**config.mk**
```make
export PLATFORM = sky130hd
export DESIGN_NAME = cdu_prep
export DESIGN_NICKNAME = d
export VERILOG_FILES = /design/src/rtl/core/cdu_pkg.sv /design/src/rtl/core/cdu_prep.sv
export SDC_FILE = /design/constraint.sdc
export NUM_CORES = 2
export LEC_CHECK = 0
export BUFFER_PORTS_ARGS = -buffer_cell sky130_fd_sc_hd__buf_2
export CAP_MARGIN = 5
export CORE_AREA = 8 8 380 382
export CTS_BUF_LIST = sky130_fd_sc_hd__clkbuf_16
export DETAILED_ROUTE_END_ITERATION = 10
export DIE_AREA = 0 0 388 390
export GPL_TIMING_DRIVEN = 0
export PLACE_DENSITY = 0.73
export SLEW_MARGIN = 20
export SYNTH_ARGS = -nofsm -noshare
export SYNTH_HDL_FRONTEND = slang
export SYNTH_SLANG_ARGS = --single-unit
```
**constraint.sdc**
```tcl
create_clock -name i_clk -period 18.3 [get_ports i_clk]
set_input_delay 3.66 -clock i_clk [delete_from_list [all_inputs] [get_ports i_clk]]
set_output_delay 3.66 -clock i_clk [all_outputs]
set_load 0.05 [all_outputs]
```
**src/rtl/core/cdu_pkg.sv**
```systemverilog
package cdu_pkg;

    typedef enum logic [1:0] {
        STATUS_OK       = 2'd0,
        STATUS_DIV_ZERO = 2'd1,
        STATUS_SAT      = 2'd2
    } t_status;

    typedef struct packed {
        logic valid;
        logic zero;
        logic neg_r;
        logic neg_i;
    } t_ctrl;

    localparam int unsigned OUT_WIDTH = 32;

endpackage

```
**src/rtl/core/cdu_prep.sv**
```systemverilog
module cdu_prep
    import cdu_pkg::*;
#(
    parameter int unsigned DATA_WIDTH = 16
) (
    input  logic                          i_clk,
    input  logic                          i_rst_n,
    input  logic                          i_accept,
    input  logic signed [DATA_WIDTH-1:0]  i_num_real,
    input  logic signed [DATA_WIDTH-1:0]  i_num_imag,
    input  logic signed [DATA_WIDTH-1:0]  i_den_real,
    input  logic signed [DATA_WIDTH-1:0]  i_den_imag,
    output logic [2*DATA_WIDTH-1:0]       o_den,
    output logic [2*DATA_WIDTH-1:0]       o_mag_r,
    output logic [2*DATA_WIDTH-1:0]       o_mag_i,
    output t_ctrl                         o_ctrl
);

    localparam int unsigned PW = 2 * DATA_WIDTH;

    logic signed [PW-1:0] r_p_rr, r_p_ii, r_p_nrdr, r_p_nidi, r_p_nidr, r_p_nrdi;
    logic                 r_v1;
    logic signed [PW:0]   n_sum_r, n_sum_i;
    logic [PW-1:0]        n_den;
    logic [PW-1:0]        r_den, r_mag_r, r_mag_i;
    t_ctrl                r_ctrl;

    always_ff @(posedge i_clk) begin
        r_p_rr   <= i_den_real * i_den_real;
        r_p_ii   <= i_den_imag * i_den_imag;
        r_p_nrdr <= i_num_real * i_den_real;
        r_p_nidi <= i_num_imag * i_den_imag;
        r_p_nidr <= i_num_imag * i_den_real;
        r_p_nrdi <= i_num_real * i_den_imag;
        if (!i_rst_n) begin
            r_v1 <= 1'b0;
        end else begin
            r_v1 <= i_accept;
        end
    end

    assign n_sum_r = (PW+1)'(r_p_nrdr) + (PW+1)'(r_p_nidi);
    assign n_sum_i = (PW+1)'(r_p_nidr) - (PW+1)'(r_p_nrdi);
    assign n_den   = $unsigned(r_p_rr) + $unsigned(r_p_ii);

    always_ff @(posedge i_clk) begin
        r_den   <= n_den;
        r_mag_r <= n_sum_r[PW] ? PW'(-n_sum_r) : PW'(n_sum_r);
        r_mag_i <= n_sum_i[PW] ? PW'(-n_sum_i) : PW'(n_sum_i);
        r_ctrl.zero  <= (n_den == '0);
        r_ctrl.neg_r <= n_sum_r[PW];
        r_ctrl.neg_i <= n_sum_i[PW];
        if (!i_rst_n) begin
            r_ctrl.valid <= 1'b0;
        end else begin
            r_ctrl.valid <= r_v1;
        end
    end

    assign o_den   = r_den;
    assign o_mag_r = r_mag_r;
    assign o_mag_i = r_mag_i;
    assign o_ctrl  = r_ctrl;

endmodule

```
==> impl.org <==
** Floorplanning
- The core region is ~0.14 mm2.
- Number of I/O pins :: 167
- Die footprint :: 0.151 mm2
- The initialized floorplan defines around 140 standard-cell rows.
- The floorplan step set the die width to 388 um.
- Die Ht :: 390 um
- Starting density of the core :: 49.5%

** Timing
- Maximum clock frequency :: 0.0812 GHz
- For the pin with the worst max-slew slack, the measured transition is 1.34 ns.
- Setup repair after global routing left no endpoint under its margin.
- Setup total negative slack on the finished layout was measured at 0 ns.
- Final count of hold timing violations :: 0
- Setup violations remaining at the end of the flow were counted as 0.
- Dividing the final minimum period by the clock period gives roughly 67%.
- Number of pins exceeding their max-slew limit in the final report :: 0
- Headroom to the max-slew limit came out at 10.9%.
- For the final database, setup skew stands at approximately 0.033 ns.
- The smallest clock period supported by the final layout is computed as roughly 12 ns.

** Clock network
- CTS hold repair buffers :: 0
- Number of CTS-inserted buffers :: 37
- Number of cells upsized or downsized after cts :: 0
- Clk Tree Root Cell :: sky130_fd_sc_hd__clkbuf_16
- The clock drives ~290 sinks.
- TritonCTS built the clock tree.
- Worst-Skew Late Latency :: 0.62 ns
- Once the clock tree was built, the setup fixing pass inserted 0 buffers.
- The H-tree was split into 2 levels.
- Clock edge transition at the registers on the reported setup and hold paths :: 0.06 ns
- The longest clock path from root to sink contains 3 buffers.

** Route
- The first TritonRoute pass finished after 7 iterations.
- Overall routed net length :: about 230 mm
- Iter 0 DRT Violations :: between 4,000 and 5,000
- Dividing the detail-routed via count by the number of cells gives 5.46.
- Detailed routing inserted a total of slightly above 50,000 vias.
- For this run, design rule violations remaining after detail routing come to 0.
- Dividing the detail-routed wire length by the instance count gives about 24 um.
- Count of antenna-violating nets left after detailed routing :: 0

** Global routing
- Busiest metal layer after global routing :: met2
- For this run, the total global-route usage over all layers was measured as 30.5%.
- Number of antenna violations at the first check in global routing :: 34
- After global routing the overflow that remains totals 0.
- Grt met2 use :: 46.7%
- The via count of the first global-routing pass is 54,600.
- The first global-routing pass estimated 342 mm of wire.
- In the global route stage, met3 resource usage came out at 8.29%.
- Entering global routing, the biggest net connects 15 pins.
- In the global route stage, met1 resource usage came out at 39.1%.

** Critical path
- By startpoint and endpoint, the worst setup path is classified as in2reg.
- STA classifies the critical path startpoint as an input port.
- Endpoint required time on the critical path :: around 19 ns
- Category of the worst setup path capture point :: register
- STA puts the critical path data arrival time at 12.79 ns.
- Along the worst path, the maximum fanout reaches 12.
- For flop-to-flop paths, the worst setup slack is between 10 and 15 ns.

** Run
- Total of max-cap violations :: 0

** Cells and area
- Of the cells placed in the final design, the portion with a size suffix greater than 1 is 4.20%.
- Area growth from synthesis to layout :: 6.50%
- For this run, the post-layout net count is 9,824.

** Synth
- Synthesized instance count :: ~7,400
- Counting flops with a built-in enable in the synthesized netlist gives 0.
- Prevailing post-synth register cell :: sky130_fd_sc_hd__dfxtp_1
- After synthesis, the share of flip-flops with an asynchronous set or reset is 0%.
- The number of different library cells used by synthesis comes to 86.
- A synthesized cell averages 9.21 um2.
- Sequential cells were found to cover 8.50% of the synthesized design area.
- Ys Warns :: 0
- Synth Net Count :: 9,627
- After synthesis the cells add up to 0.0686 mm2.
- Synthesis inferred 291 register bits.

** Placement
- The count of buffers added on input and output ports is 157.
- The HPWL after detailed placement is roughly 190 mm.
- Final estimated routing congestion in global placement :: 1.02

** Status
- Status :: complete, no violations

** Worst hold path
- The path class of the tightest hold or removal check is reg2reg.
==> layout by cell type (no fill, tap or decap), types with 10 or more instances in the layout <==
| cell type | n |
|---|---|
| sky130_fd_sc_hd__inv_1 | 1860 |
| sky130_fd_sc_hd__fa_1 | 1520 |
| sky130_fd_sc_hd__nand2_1 | 713 |
| sky130_fd_sc_hd__and2_1 | 604 |
| sky130_fd_sc_hd__ha_1 | 597 |
| sky130_fd_sc_hd__dfxtp_1 | 291 |
| sky130_fd_sc_hd__xnor2_1 | 266 |
| sky130_fd_sc_hd__nor2_1 | 250 |
| sky130_fd_sc_hd__clkbuf_1 | 224 |
| sky130_fd_sc_hd__a21oi_1 | 192 |
| sky130_fd_sc_hd__buf_2 | 159 |
| sky130_fd_sc_hd__o21ai_0 | 128 |
| sky130_fd_sc_hd__xor2_1 | 85 |
| sky130_fd_sc_hd__a21o_1 | 82 |
| sky130_fd_sc_hd__nand2b_1 | 55 |
| sky130_fd_sc_hd__nand3_1 | 51 |
| sky130_fd_sc_hd__clkbuf_2 | 49 |
| sky130_fd_sc_hd__o21a_1 | 45 |
| sky130_fd_sc_hd__nor3_1 | 45 |
| sky130_fd_sc_hd__diode_2 | 40 |
| sky130_fd_sc_hd__clkbuf_16 | 37 |
| sky130_fd_sc_hd__o21bai_1 | 32 |
| sky130_fd_sc_hd__a211oi_1 | 29 |
| sky130_fd_sc_hd__nor2b_1 | 28 |
| sky130_fd_sc_hd__and3_1 | 23 |
| sky130_fd_sc_hd__a31oi_1 | 22 |
| sky130_fd_sc_hd__nand4_1 | 19 |
| sky130_fd_sc_hd__or2_2 | 14 |
| sky130_fd_sc_hd__a31o_2 | 13 |
| sky130_fd_sc_hd__or3_1 | 12 |
| sky130_fd_sc_hd__o31a_1 | 11 |
| sky130_fd_sc_hd__o31ai_1 | 11 |
| sky130_fd_sc_hd__o211ai_1 | 10 |
==> state kept, by name, indices dropped and copies added, names as in the netlist, 31 cells and up <==
signal	count
o_den	32
o_mag_i	32
o_mag_r	32
r_p_ii	31
r_p_nidi	32
r_p_nidr	32
r_p_nrdi	32
r_p_nrdr	32
r_p_rr	31
==> metal layers <==
metal	vias up	share of wire, %	routed length, um
met5	-	0.18	406
met4	20	7.5	17100
met3	603	10	23800
met2	2491	43	99200
met1	26200	39	88100
li1	22600	-	-
==> through the flow <==
step / hold WS [ns] / cell area, um2 / utilization [%] / cells / worst slack [ns]
finish: 0.433 / 73000 / 52.7 / 9516 / 5.98
global route: 0.461 / 72900 / 52.7 / 9479 / 5.92
CTS: 0.436 / 72900 / 52.6 / 9476 / 6.34
detailed placement: 0.423 / 71700 / 51.8 / 9408 / 5.73
global placement: 0.423 / 71600 / 51.7 / 9407 / 5.49
floorplan: 0.412 / 68600 / - / 7443 / 8.28
==> path summary, 6_finish.rpt <==
kind         depth (start not counted)            to           from
min reg2reg                          1     o_ctrl[3]           r_v1
max                                 27  r_p_nidr[31]  i_den_real[8]
min                                  1     o_ctrl[3]           r_v1
max reg2reg                         18   o_mag_i[25]    r_p_nidr[0]
==> synthesized netlist by cell type, types with 51 or more instances <==
cell type | count | area [um2]
sky130_fd_sc_hd__inv_1 | 1853 | 6960
sky130_fd_sc_hd__fa_1 | 1520 | 30400
sky130_fd_sc_hd__nand2_1 | 713 | 2680
sky130_fd_sc_hd__and2_1 | 604 | 3780
sky130_fd_sc_hd__ha_1 | 597 | 7470
sky130_fd_sc_hd__dfxtp_1 | 291 | 5830
sky130_fd_sc_hd__clkbuf_1 | 273 | 1020
sky130_fd_sc_hd__xnor2_1 | 266 | 2330
sky130_fd_sc_hd__nor2_1 | 250 | 938
sky130_fd_sc_hd__a21oi_1 | 192 | 961
sky130_fd_sc_hd__o21ai_0 | 128 | 641
sky130_fd_sc_hd__xor2_1 | 85 | 744
sky130_fd_sc_hd__a21o_1 | 82 | 616
sky130_fd_sc_hd__nand2b_1 | 55 | 344
sky130_fd_sc_hd__nand3_1 | 51 | 255
==> worst max-delay path, cell delays in order <==
cell	delay, ns
sky130_fd_sc_hd__buf_2	0.12
sky130_fd_sc_hd__clkbuf_1	0.96
sky130_fd_sc_hd__clkbuf_1	0.98
sky130_fd_sc_hd__nand2_1	0.18
sky130_fd_sc_hd__fa_1	0.55
sky130_fd_sc_hd__inv_1	0.05
sky130_fd_sc_hd__fa_1	0.53
sky130_fd_sc_hd__inv_1	0.07
sky130_fd_sc_hd__fa_1	0.53
sky130_fd_sc_hd__inv_1	0.05
sky130_fd_sc_hd__fa_1	0.39
sky130_fd_sc_hd__fa_1	0.51
sky130_fd_sc_hd__inv_1	0.05
sky130_fd_sc_hd__fa_1	0.48
sky130_fd_sc_hd__inv_1	0.04
sky130_fd_sc_hd__ha_1	0.34
sky130_fd_sc_hd__a21o_1	0.21
sky130_fd_sc_hd__a21o_1	0.17
sky130_fd_sc_hd__a21oi_1	0.24
sky130_fd_sc_hd__o21ai_0	0.23
sky130_fd_sc_hd__o311ai_0	0.83
sky130_fd_sc_hd__a21boi_0	0.32
sky130_fd_sc_hd__o21ai_0	0.24
sky130_fd_sc_hd__nand2b_1	0.11
sky130_fd_sc_hd__a211oi_1	0.40
sky130_fd_sc_hd__a21oi_1	0.15
sky130_fd_sc_hd__xnor2_1	0.38
==> layout make-up <==
class / count / area [um2]
Buffer: 282 / 1120
Tap cell: 1807 / 2260
Antenna cell: 40 / 100
Multi-Input combinational cell: 5014 / 54700
Sequential cell: 291 / 5830
Fill cell: 12700 / 65500
Clock inverter: 31 / 293
Timing Repair Buffer: 158 / 813
Inverter: 1856 / 6970
Clock buffer: 37 / 926
==> cells by family after synthesis <==
family | count (synthesis) | share of synthesized area [%]
xor+xnor | 351 | 4.48
simple gates | 1858 | 13.4
fa+ha+maj | 2117 | 55.3
buf+inv | 2138 | 11.7
flops | 291 | 8.50
mux | 4 | 0.0584
compound gates | 684 | 6.54
Power is left out: the tool's default activity adds up to more than one toggle a clock period on the data nets, which glitch-free logic cannot reach.
