## src/rtl/core/cdu_pkg.sv

```systemverilog
package cdu_pkg;

    typedef enum logic [1:0] {
        STATUS_OK       = 2'd0,
        STATUS_DIV_ZERO = 2'd1,
        STATUS_SAT      = 2'd2
    } t_status;

    typedef struct packed {
        logic valid;
        logic zero;
        logic neg_r;
        logic neg_i;
    } t_ctrl;

    localparam int unsigned OUT_WIDTH = 32;

endpackage

```

## src/rtl/core/cdu_cell.sv

```systemverilog
module cdu_cell
    import cdu_pkg::*;
#(
    parameter int unsigned RW = 32,
    parameter int unsigned XW = 48
) (
    input  logic          i_clk,
    input  logic          i_rst_n,
    input  logic [RW-1:0] i_den,
    input  logic [RW-1:0] i_rem_r,
    input  logic [RW-1:0] i_rem_i,
    input  logic [XW-1:0] i_x_r,
    input  logic [XW-1:0] i_x_i,
    input  t_ctrl         i_ctrl,
    output logic [RW-1:0] o_den,
    output logic [RW-1:0] o_rem_r,
    output logic [RW-1:0] o_rem_i,
    output logic [XW-1:0] o_x_r,
    output logic [XW-1:0] o_x_i,
    output t_ctrl         o_ctrl
);

    logic [RW:0]   n_trial_r, n_trial_i;
    logic          n_ge_r, n_ge_i;
    logic [RW-1:0] r_den, r_rem_r, r_rem_i;
    logic [XW-1:0] r_x_r, r_x_i;
    t_ctrl         r_ctrl;

    assign n_trial_r = {i_rem_r, i_x_r[XW-1]};
    assign n_trial_i = {i_rem_i, i_x_i[XW-1]};
    assign n_ge_r    = (n_trial_r >= {1'b0, i_den});
    assign n_ge_i    = (n_trial_i >= {1'b0, i_den});

    always_ff @(posedge i_clk) begin
        r_den   <= i_den;
        r_rem_r <= n_ge_r ? RW'(n_trial_r - {1'b0, i_den}) : RW'(n_trial_r);
        r_rem_i <= n_ge_i ? RW'(n_trial_i - {1'b0, i_den}) : RW'(n_trial_i);
        r_x_r   <= {i_x_r[XW-2:0], n_ge_r};
        r_x_i   <= {i_x_i[XW-2:0], n_ge_i};
        r_ctrl.zero  <= i_ctrl.zero;
        r_ctrl.neg_r <= i_ctrl.neg_r;
        r_ctrl.neg_i <= i_ctrl.neg_i;
        if (!i_rst_n) begin
            r_ctrl.valid <= 1'b0;
        end else begin
            r_ctrl.valid <= i_ctrl.valid;
        end
    end

    assign o_den   = r_den;
    assign o_rem_r = r_rem_r;
    assign o_rem_i = r_rem_i;
    assign o_x_r   = r_x_r;
    assign o_x_i   = r_x_i;
    assign o_ctrl  = r_ctrl;

endmodule

```

## config.mk

```make
export PLATFORM = sky130hd
export DESIGN_NAME = cdu_cell
export DESIGN_NICKNAME = d
export VERILOG_FILES = /design/src/rtl/core/cdu_pkg.sv /design/src/rtl/core/cdu_cell.sv
export SDC_FILE = /design/constraint.sdc
export NUM_CORES = 1
export LEC_CHECK = 0
export BUFFER_PORTS_ARGS = -buffer_cell sky130_fd_sc_hd__buf_2
export CORE_ASPECT_RATIO = 1.25
export CORE_UTILIZATION = 25
export CTS_CLUSTER_DIAMETER = 30
export DETAILED_ROUTE_END_ITERATION = 8
export PLACE_DENSITY = 0.52
export SYNTH_ARGS = -nofsm -noshare
export SYNTH_HDL_FRONTEND = slang
export SYNTH_SLANG_ARGS = --single-unit
export TNS_END_PERCENT = 10
```

## constraint.sdc

```tcl
create_clock -name i_clk -period 3.17 [get_ports i_clk]
set_input_delay 0.4755 -clock i_clk [delete_from_list [all_inputs] [get_ports i_clk]]
set_output_delay 0.4755 -clock i_clk [all_outputs]
set_load 0.005 [all_outputs]
```

==> results.ini, run 1 <==
[yosys]
yosysMostFrequentCell=dfxtp_1
synth-edff-count=0
synthFlopType=dfxtp_1
synth_cell_types=54
mappedNetlistNets=1069
seq_area_frac_synth_pct=48.54
yosys.area.top_type_share_pct=48.54
netlist_top_cells_area=dfxtp_1 (49%), ha_1 (9.9%), mux2_1 (3.8%)
synth-async-reset-ratio_pct=0
syn_area_um2=8084
synth_top_area_cell=dfxtp_1
synth_seq_cells=196
ys_warn_count=0
postSynthCellCount=805
yosys-top-cells-count=dfxtp_1 (196), ha_1 (64), nand2_1 (64), o21ai_0 (57), a21oi_1 (54)
avgSynthCellArea_um2=10.04

[power_and_ir_drop]
ir_drop_mv=0.4103
powerDensity_nw_per_um2=560.9
power_mw=6.602
leakage_nw=5.872

[cts]
cts-resized-gates=0
clkSlewWorstSetupHoldPaths_ns=0.08
cts-root-buf=clkbuf_16
h-tree-depth=4
postCtsSetupBuffers=0
cts_buffers=17
cts_buffer_depth=2
cts_tree=yes
clkSinkCount=196
cts_hold_buf=0

[final_layout]
diodes=0
seq_area_um2=3924
syn2layout_area_growth_pct=45.60
fill_cells=3345
multi_input_area_um2=3859
final_nets=1551
drive_gt1_share_pct=41.00
final_area_um2=11770

[critical_path]
cp.arrival_ns=3.22
cp-end-kind=register
worstSetupPathType=in -> reg
cp-endpoint=o_rem_i[3]$_DFF_P_
start_kind=input pin
worst-path-max-fanout=7
cp.required_ns=3.51
crit_start=i_den[5]

[placement]
placed_cell_area_um2=11200
place.gp.congestion=0.8767
place_ws_ns=-0.2160
io_buffers=393
dp_hpwl_um=27380

[hold_path]
hold_path.class=in -> reg
hp-start=i_x_r[36]

[sta]
slew_viol_final=0
fmax_ghz=0.3470
final.setup.tns_ns=0
worst-slew-pin-transition_ns=0.4429
rsz0062_at_grt=no
min_period_over_period_pct=90.92
finalHoldViolCount=0
setup_viol=0
maxSlewHeadroom_pct=70.47
finalWorstSetupSlack_ns=0.2879
fin_crit_ns=2.882

[die]
fp.dieH_um=203.0
core_region_area_um2=31790
boundaryPins=394
die-area_um2=33060
fp-row-count=73
start_util_pct=25.43
die_w_um=162.8

[drt]
first_pass_iters=4
viasPerCell=4.429
first_iter_violations=363
remaining_drc_errors=0
dr_total_vias=7583
wl_per_cell_um=18.86
finalWirelength_um=32290
postRouteAntennaNets=0

[global_routing]
grt_max_degree=27
grt_use_total_pct=19.38
grt_first_pass_wirelength_um=45820
grt_pass1_vias=7677
antenna_found_initial=8
grt-ovfl-total=0

[status]
outcome=finished, final reports clean

[run]
max_cap_violations=0

[layout make-up]
| type | instances | share of cell area [%] |
|---|---|---|
| inverters | 49 | 1.563 |
| clock inverters | 14 | 1.201 |
| well taps | 412 | 4.380 |
| flip-flops and latches | 196 | 33.34 |
| clock buffers | 18 | 3.646 |
| multi-input cells | 535 | 32.78 |
| repair buffers | 488 | 23.09 |
[worst min path at each step]
| stage | endpoint | slack, ns | depth (start not counted) |
|---|---|---|---|
| 2_1_floorplan | o_ctrl[0]$_DFF_P_ | 0.50 | 0 |
| 3_3_place_gp | o_x_r[14]$_DFF_P_ | 0.58 | 1 |
| 3_5_place_dp | o_x_i[29]$_DFF_P_ | 0.58 | 1 |
| 4_1_cts | o_x_r[37]$_DFF_P_ | 0.09 | 1 |
| 5_1_grt | o_x_i[10]$_DFF_P_ | 0.09 | 1 |
| 6_report | o_x_r[37]$_DFF_P_ | 0.12 | 1 |
[worst max-delay path, stage by stage]
cell and delay, ns:
buf_2 0.09, inv_1 0.05, ha_1 0.30, or2_2 0.29, a22o_1 0.19, o21ai_0 0.07, buf_4 0.16, o21ai_1 0.08
o21ai_1 0.27, or3_1 0.19, a21oi_2 0.07, a2111oi_4 0.36, buf_4 0.26, mux2_2 0.35
[sequential cells by signal (all words and copies together), names as in the netlist]
| name | cells |
|---|---|
| o_rem_i | 32 |
| o_rem_r | 32 |
| o_den | 32 |
| o_x_i | 48 |
| o_ctrl | 4 |
| o_x_r | 48 |
[kinds of logic (layout without fill, tap and decap cells)]
| group | count (synthesis) | after routing | synth area share (%) |
|---|---|---|---|
| XOR/XNOR | 59 | 59 | 6.392 |
| AO/OA/AOI/OAI | 202 | 202 | 15.86 |
| AND/OR/NAND/NOR | 174 | 174 | 10.37 |
| adder cells (fa/ha/maj) | 66 | 66 | 10.40 |
| flip-flops | 196 | 196 | 48.54 |
| buffers and inverters | 74 | 569 | 3.730 |
| multiplexers | 34 | 34 | 4.705 |
[placed cells by master, fill, tap and decap left out, drive strengths merged, types with 9 or more instances in the layout]
| cell type | instances |
|---|---|
| nand2b | 9 |
| a21o | 27 |
| buf | 488 |
| inv | 57 |
| xor2 | 28 |
| nand2 | 64 |
| ha | 64 |
| a31oi | 12 |
| nand3 | 13 |
| nor2 | 30 |
| clkbuf | 18 |
| nor2b | 13 |
| xnor2 | 31 |
| dfxtp | 196 |
| nand4 | 14 |
| o21ai | 61 |
| mux2 | 32 |
| a21oi | 55 |
[through the flow]
stage          utilization [%]  std cells  hold slack (ns)
6_report                 37.03       1712           0.1162
5_1_grt                  37.03       1712          0.09331
4_1_cts                  37.03       1712          0.08737
3_5_place_dp             35.23       1680           0.5791
3_3_place_gp             35.23       1680           0.5774
2_1_floorplan                -        805           0.5032
[where the power goes]
group / switching, mW / internal [mW] / total [mW]
registers: 0.0868 / 2.74 / 2.83
clock network: 1.10 / 1.05 / 2.15
logic: 0.827 / 0.802 / 1.63
[layer usage]
layer	share of wire, %	GRT usage (%)	vias to the layer above
met5	0.25	0	-
met4	2.1	6.308	12
met3	12	9.602	49
met2	50	34.94	294
met1	36	19.05	3454
li1	-	-	3774
No activity file was read; power rests on OpenSTA's default activity.
==> inputs of run 2 (changes only) <==
--- a/config.mk
+++ b/config.mk
@@ -8,9 +8,9 @@
 export BUFFER_PORTS_ARGS = -buffer_cell sky130_fd_sc_hd__buf_2
 export CORE_ASPECT_RATIO = 1.25
 export CORE_UTILIZATION = 25
+export CTS_BUF_LIST = sky130_fd_sc_hd__clkbuf_4
 export CTS_CLUSTER_DIAMETER = 30
 export DETAILED_ROUTE_END_ITERATION = 8
-export PLACE_DENSITY = 0.52
 export SYNTH_ARGS = -nofsm -noshare
 export SYNTH_HDL_FRONTEND = slang
 export SYNTH_SLANG_ARGS = --single-unit
==> constraint.sdc (replaced) <==
create_clock -name i_clk -period 2.9 [get_ports i_clk]
set_input_delay 0.435 -clock i_clk [delete_from_list [all_inputs] [get_ports i_clk]]
set_output_delay 0.435 -clock i_clk [all_outputs]
set_load 0.005 [all_outputs]
==> results.ini, run 2 (same netlist as run 1, synthesis figures left out) <==
[power_and_ir_drop]
power_frac_seq_pct=45.1  ; was 42.8%
internal-power_mw=4.642  ; was 4.590 mW
comb_power_share_pct=31.7  ; was 24.7%
p_sw_mw=2.216  ; was 2.011 mW
swShare_pct=32.31  ; was 30.47%
clock_power_share_pct=23.2  ; was 32.5%
leakage_nw=6.899  ; was 5.872 nW
ir_drop_mv=0.3246  ; was 0.4103 mV
powerDensity_nw_per_um2=485.2  ; was 560.9 nW/um^2

[critical_path]
cp-endpoint=o_rem_i[17]$_DFF_P_  ; was o_rem_i[3]$_DFF_P_
cp_num_buf_inv=5  ; was 4
cp.required_ns=3.43  ; was 3.51 ns
slowest_stage=dlygate4sd3_1  ; was a2111oi_4
cpPeakStageDelay_ns=0.54  ; was 0.36 ns
cp-end-kind=register  ; unchanged
cp.depth=15  ; was 14
worst_path_most_repeated_cell=o21ai_4
cp_cell_sequence=dlygate4sd3_1, buf_2, inv_2, ha_4, and2_1, a22o_1, o21ai_4, o21ai_4, o21ai_2, or3_4, a21oi_4, a2111oi_4, buf_6, clkbuf_16, mux2_1  ; was buf_2, inv_1, ha_1, or2_2, a22o_1, o21ai_0, buf_4, o21ai_1, o21ai_1, or3_1, a21oi_2, a2111oi_4, buf_4, mux2_2
worst-path-max-fanout=6  ; was 7
start_kind=input pin  ; unchanged
cp.arrival_ns=3.41  ; was 3.22 ns
worstSetupPathType=in -> reg  ; unchanged
critical-path-top-delay-family=buffers and inverters  ; was compound AO/OA/AOI/OAI gates
crit_start=i_den[6]  ; was i_den[5]

[die]
core_region_area_um2=31790  ; unchanged
fp-row-count=73  ; unchanged
start_util_pct=25.43  ; unchanged
fp.dieH_um=203.0  ; unchanged
die-area_um2=33060  ; unchanged
die_w_um=162.8  ; unchanged
boundaryPins=394  ; unchanged

[sta]
final.setup.tns_ns=0  ; unchanged
finalHoldViolCount=0  ; unchanged
slew_viol_final=0  ; unchanged
maxSlewHeadroom_pct=67.51  ; was 70.47%
worst-slew-pin-transition_ns=0.4837  ; was 0.4429 ns
min_period_over_period_pct=99.45
fmax_ghz=0.3467
fin_crit_ns=2.884
setup_viol=0  ; unchanged

[placement]
io_buffers=393  ; unchanged
dp_hpwl_um=27580  ; was 27380 um
dp.cells=1728  ; was 1680
place.gp.congestion=0.8708  ; was 0.8767

[final_layout]
final_common_cell=buf_2  ; unchanged
final_nets=1792  ; was 1551
drive_gt1_share_pct=40.82  ; was 41.00%
stdcell_count=1957  ; was 1712
syn2layout_area_growth_pct=74.83  ; was 45.60%
final_cell_mix=buf_2 (389), dfxtp_1 (196), dlygate4sd3_1 (187)  ; was buf_2 (393), dfxtp_1 (196), buf_4 (92)

[global_routing]
antenna_found_initial=7  ; was 8
grt_first_pass_wirelength_um=50540  ; was 45820 um
grt_max_degree=61  ; was 27
grt-ovfl-total=0  ; unchanged
grt_use_total_pct=20.74  ; was 19.38%
grt_pass1_vias=8784  ; was 7677

[drt]
wl_per_cell_um=18.07  ; was 18.86 um
first_iter_violations=449  ; was 363
viasPerCell=4.408  ; was 4.429
remaining_drc_errors=0  ; unchanged
first_pass_iters=7  ; was 4
finalWirelength_um=35370  ; was 32290 um
postRouteAntennaNets=0  ; unchanged
dr_total_vias=8627  ; was 7583

[cts]
cts_buffer_depth=2  ; unchanged
clkSlewWorstSetupHoldPaths_ns=0.16  ; was 0.08 ns
cts-root-buf=clkbuf_4  ; was clkbuf_16
cts_buffers=17  ; unchanged
clkSinkCount=196  ; unchanged
h-tree-depth=4  ; unchanged
cts_tree=yes  ; unchanged

[run]
max_cap_violations=0  ; unchanged

[status]
outcome=finished, final reports clean  ; unchanged

[hold_path]
hold_path.class=in -> reg  ; unchanged

[run 2: cell count changes in the layout (fill, tap and decap cells not counted), moves of 11 or more]
| cell | previous run | this run |
|---|---|---|
| mux2_4 | 0 | 11 |
| dlygate4sd3_1 | 0 | 187 |
| clkbuf_16 | 17 | 2 |
| buf_4 | 92 | 144 |
| clkbuf_4 | 0 | 17 |
| mux2_1 | 27 | 16 |
[run 2: worst min path at each step]
stage                            from                   to  cells past startpoint
after floorplan             i_ctrl[0]    o_ctrl[0]$_DFF_P_                      0
after global placement      i_x_i[45]    o_x_i[46]$_DFF_P_                      1
after detailed placement    i_x_i[30]    o_x_i[31]$_DFF_P_                      1
after CTS                 i_rem_i[30]  o_rem_i[31]$_DFF_P_                      2
after global routing      i_rem_i[16]  o_rem_i[17]$_DFF_P_                      2
final                     i_rem_i[16]  o_rem_i[17]$_DFF_P_                      2
[run 2: area by class of cell]
cell class	instances	area, um^2
Clock buffer	17	127.6
Tap cell	412	515.5
Sequential cell	196	3924
Antenna cell	4	10.01
Inverter	49	191.4
Timing Repair Buffer	729	5056
Fill cell	3136	17650
Multi-Input combinational cell	535	4128
Clock inverter	15	181.4
[run 2: power by group through the flow]
stage          registers [mW]  logic, mW  clock network (mW)
2_1_floorplan            3.18      0.844                   0
3_3_place_gp             3.16       1.84                   0
3_5_place_dp             3.15       1.86                   0
4_1_cts                  3.10       2.08                1.67
5_1_grt                  3.12       2.36                1.75
6_report                 3.10       2.17                1.59
[run 2: metrics by stage]
| stage | power [mW] | util, % | hold WS [ns] | setup slack (ns) | instance area (um^2) |
|---|---|---|---|---|---|
| CTS | 6.849 | 43.42 | 0.0002122 | 0.01600 | 13800 |
| global placement | 5.001 | 36.50 | 0.5372 | -0.3452 | 11600 |
| global route | 7.242 | 44.46 | 0.001257 | -0.01375 | 14130 |
| detailed placement | 5.008 | 36.50 | 0.5386 | -0.3605 | 11600 |
| finish | 6.858 | 44.47 | 0.06607 | 0.01605 | 14130 |
| floorplan | 4.021 | - | 0.4627 | -0.04444 | 8169 |
[run 2: repair_timing]
action	CTS	global route
endpoints found under the hold margin	188	0
hold buffers	189	0
setup endpoints to repair	0	64
buffers inserted	0	5
resized for setup	0	48
[run 2: routing by layer]
metal | GRT usage [%] | part of all wire [%] | vias to the layer above
li1 | - | - | 4259
met1 | 22.98 | 41 | 4025
met2 | 38.12 | 51 | 311
met3 | 5.577 | 6.5 | 28
met4 | 6.008 | 1.7 | 4
met5 | 0 | 0.076 | -
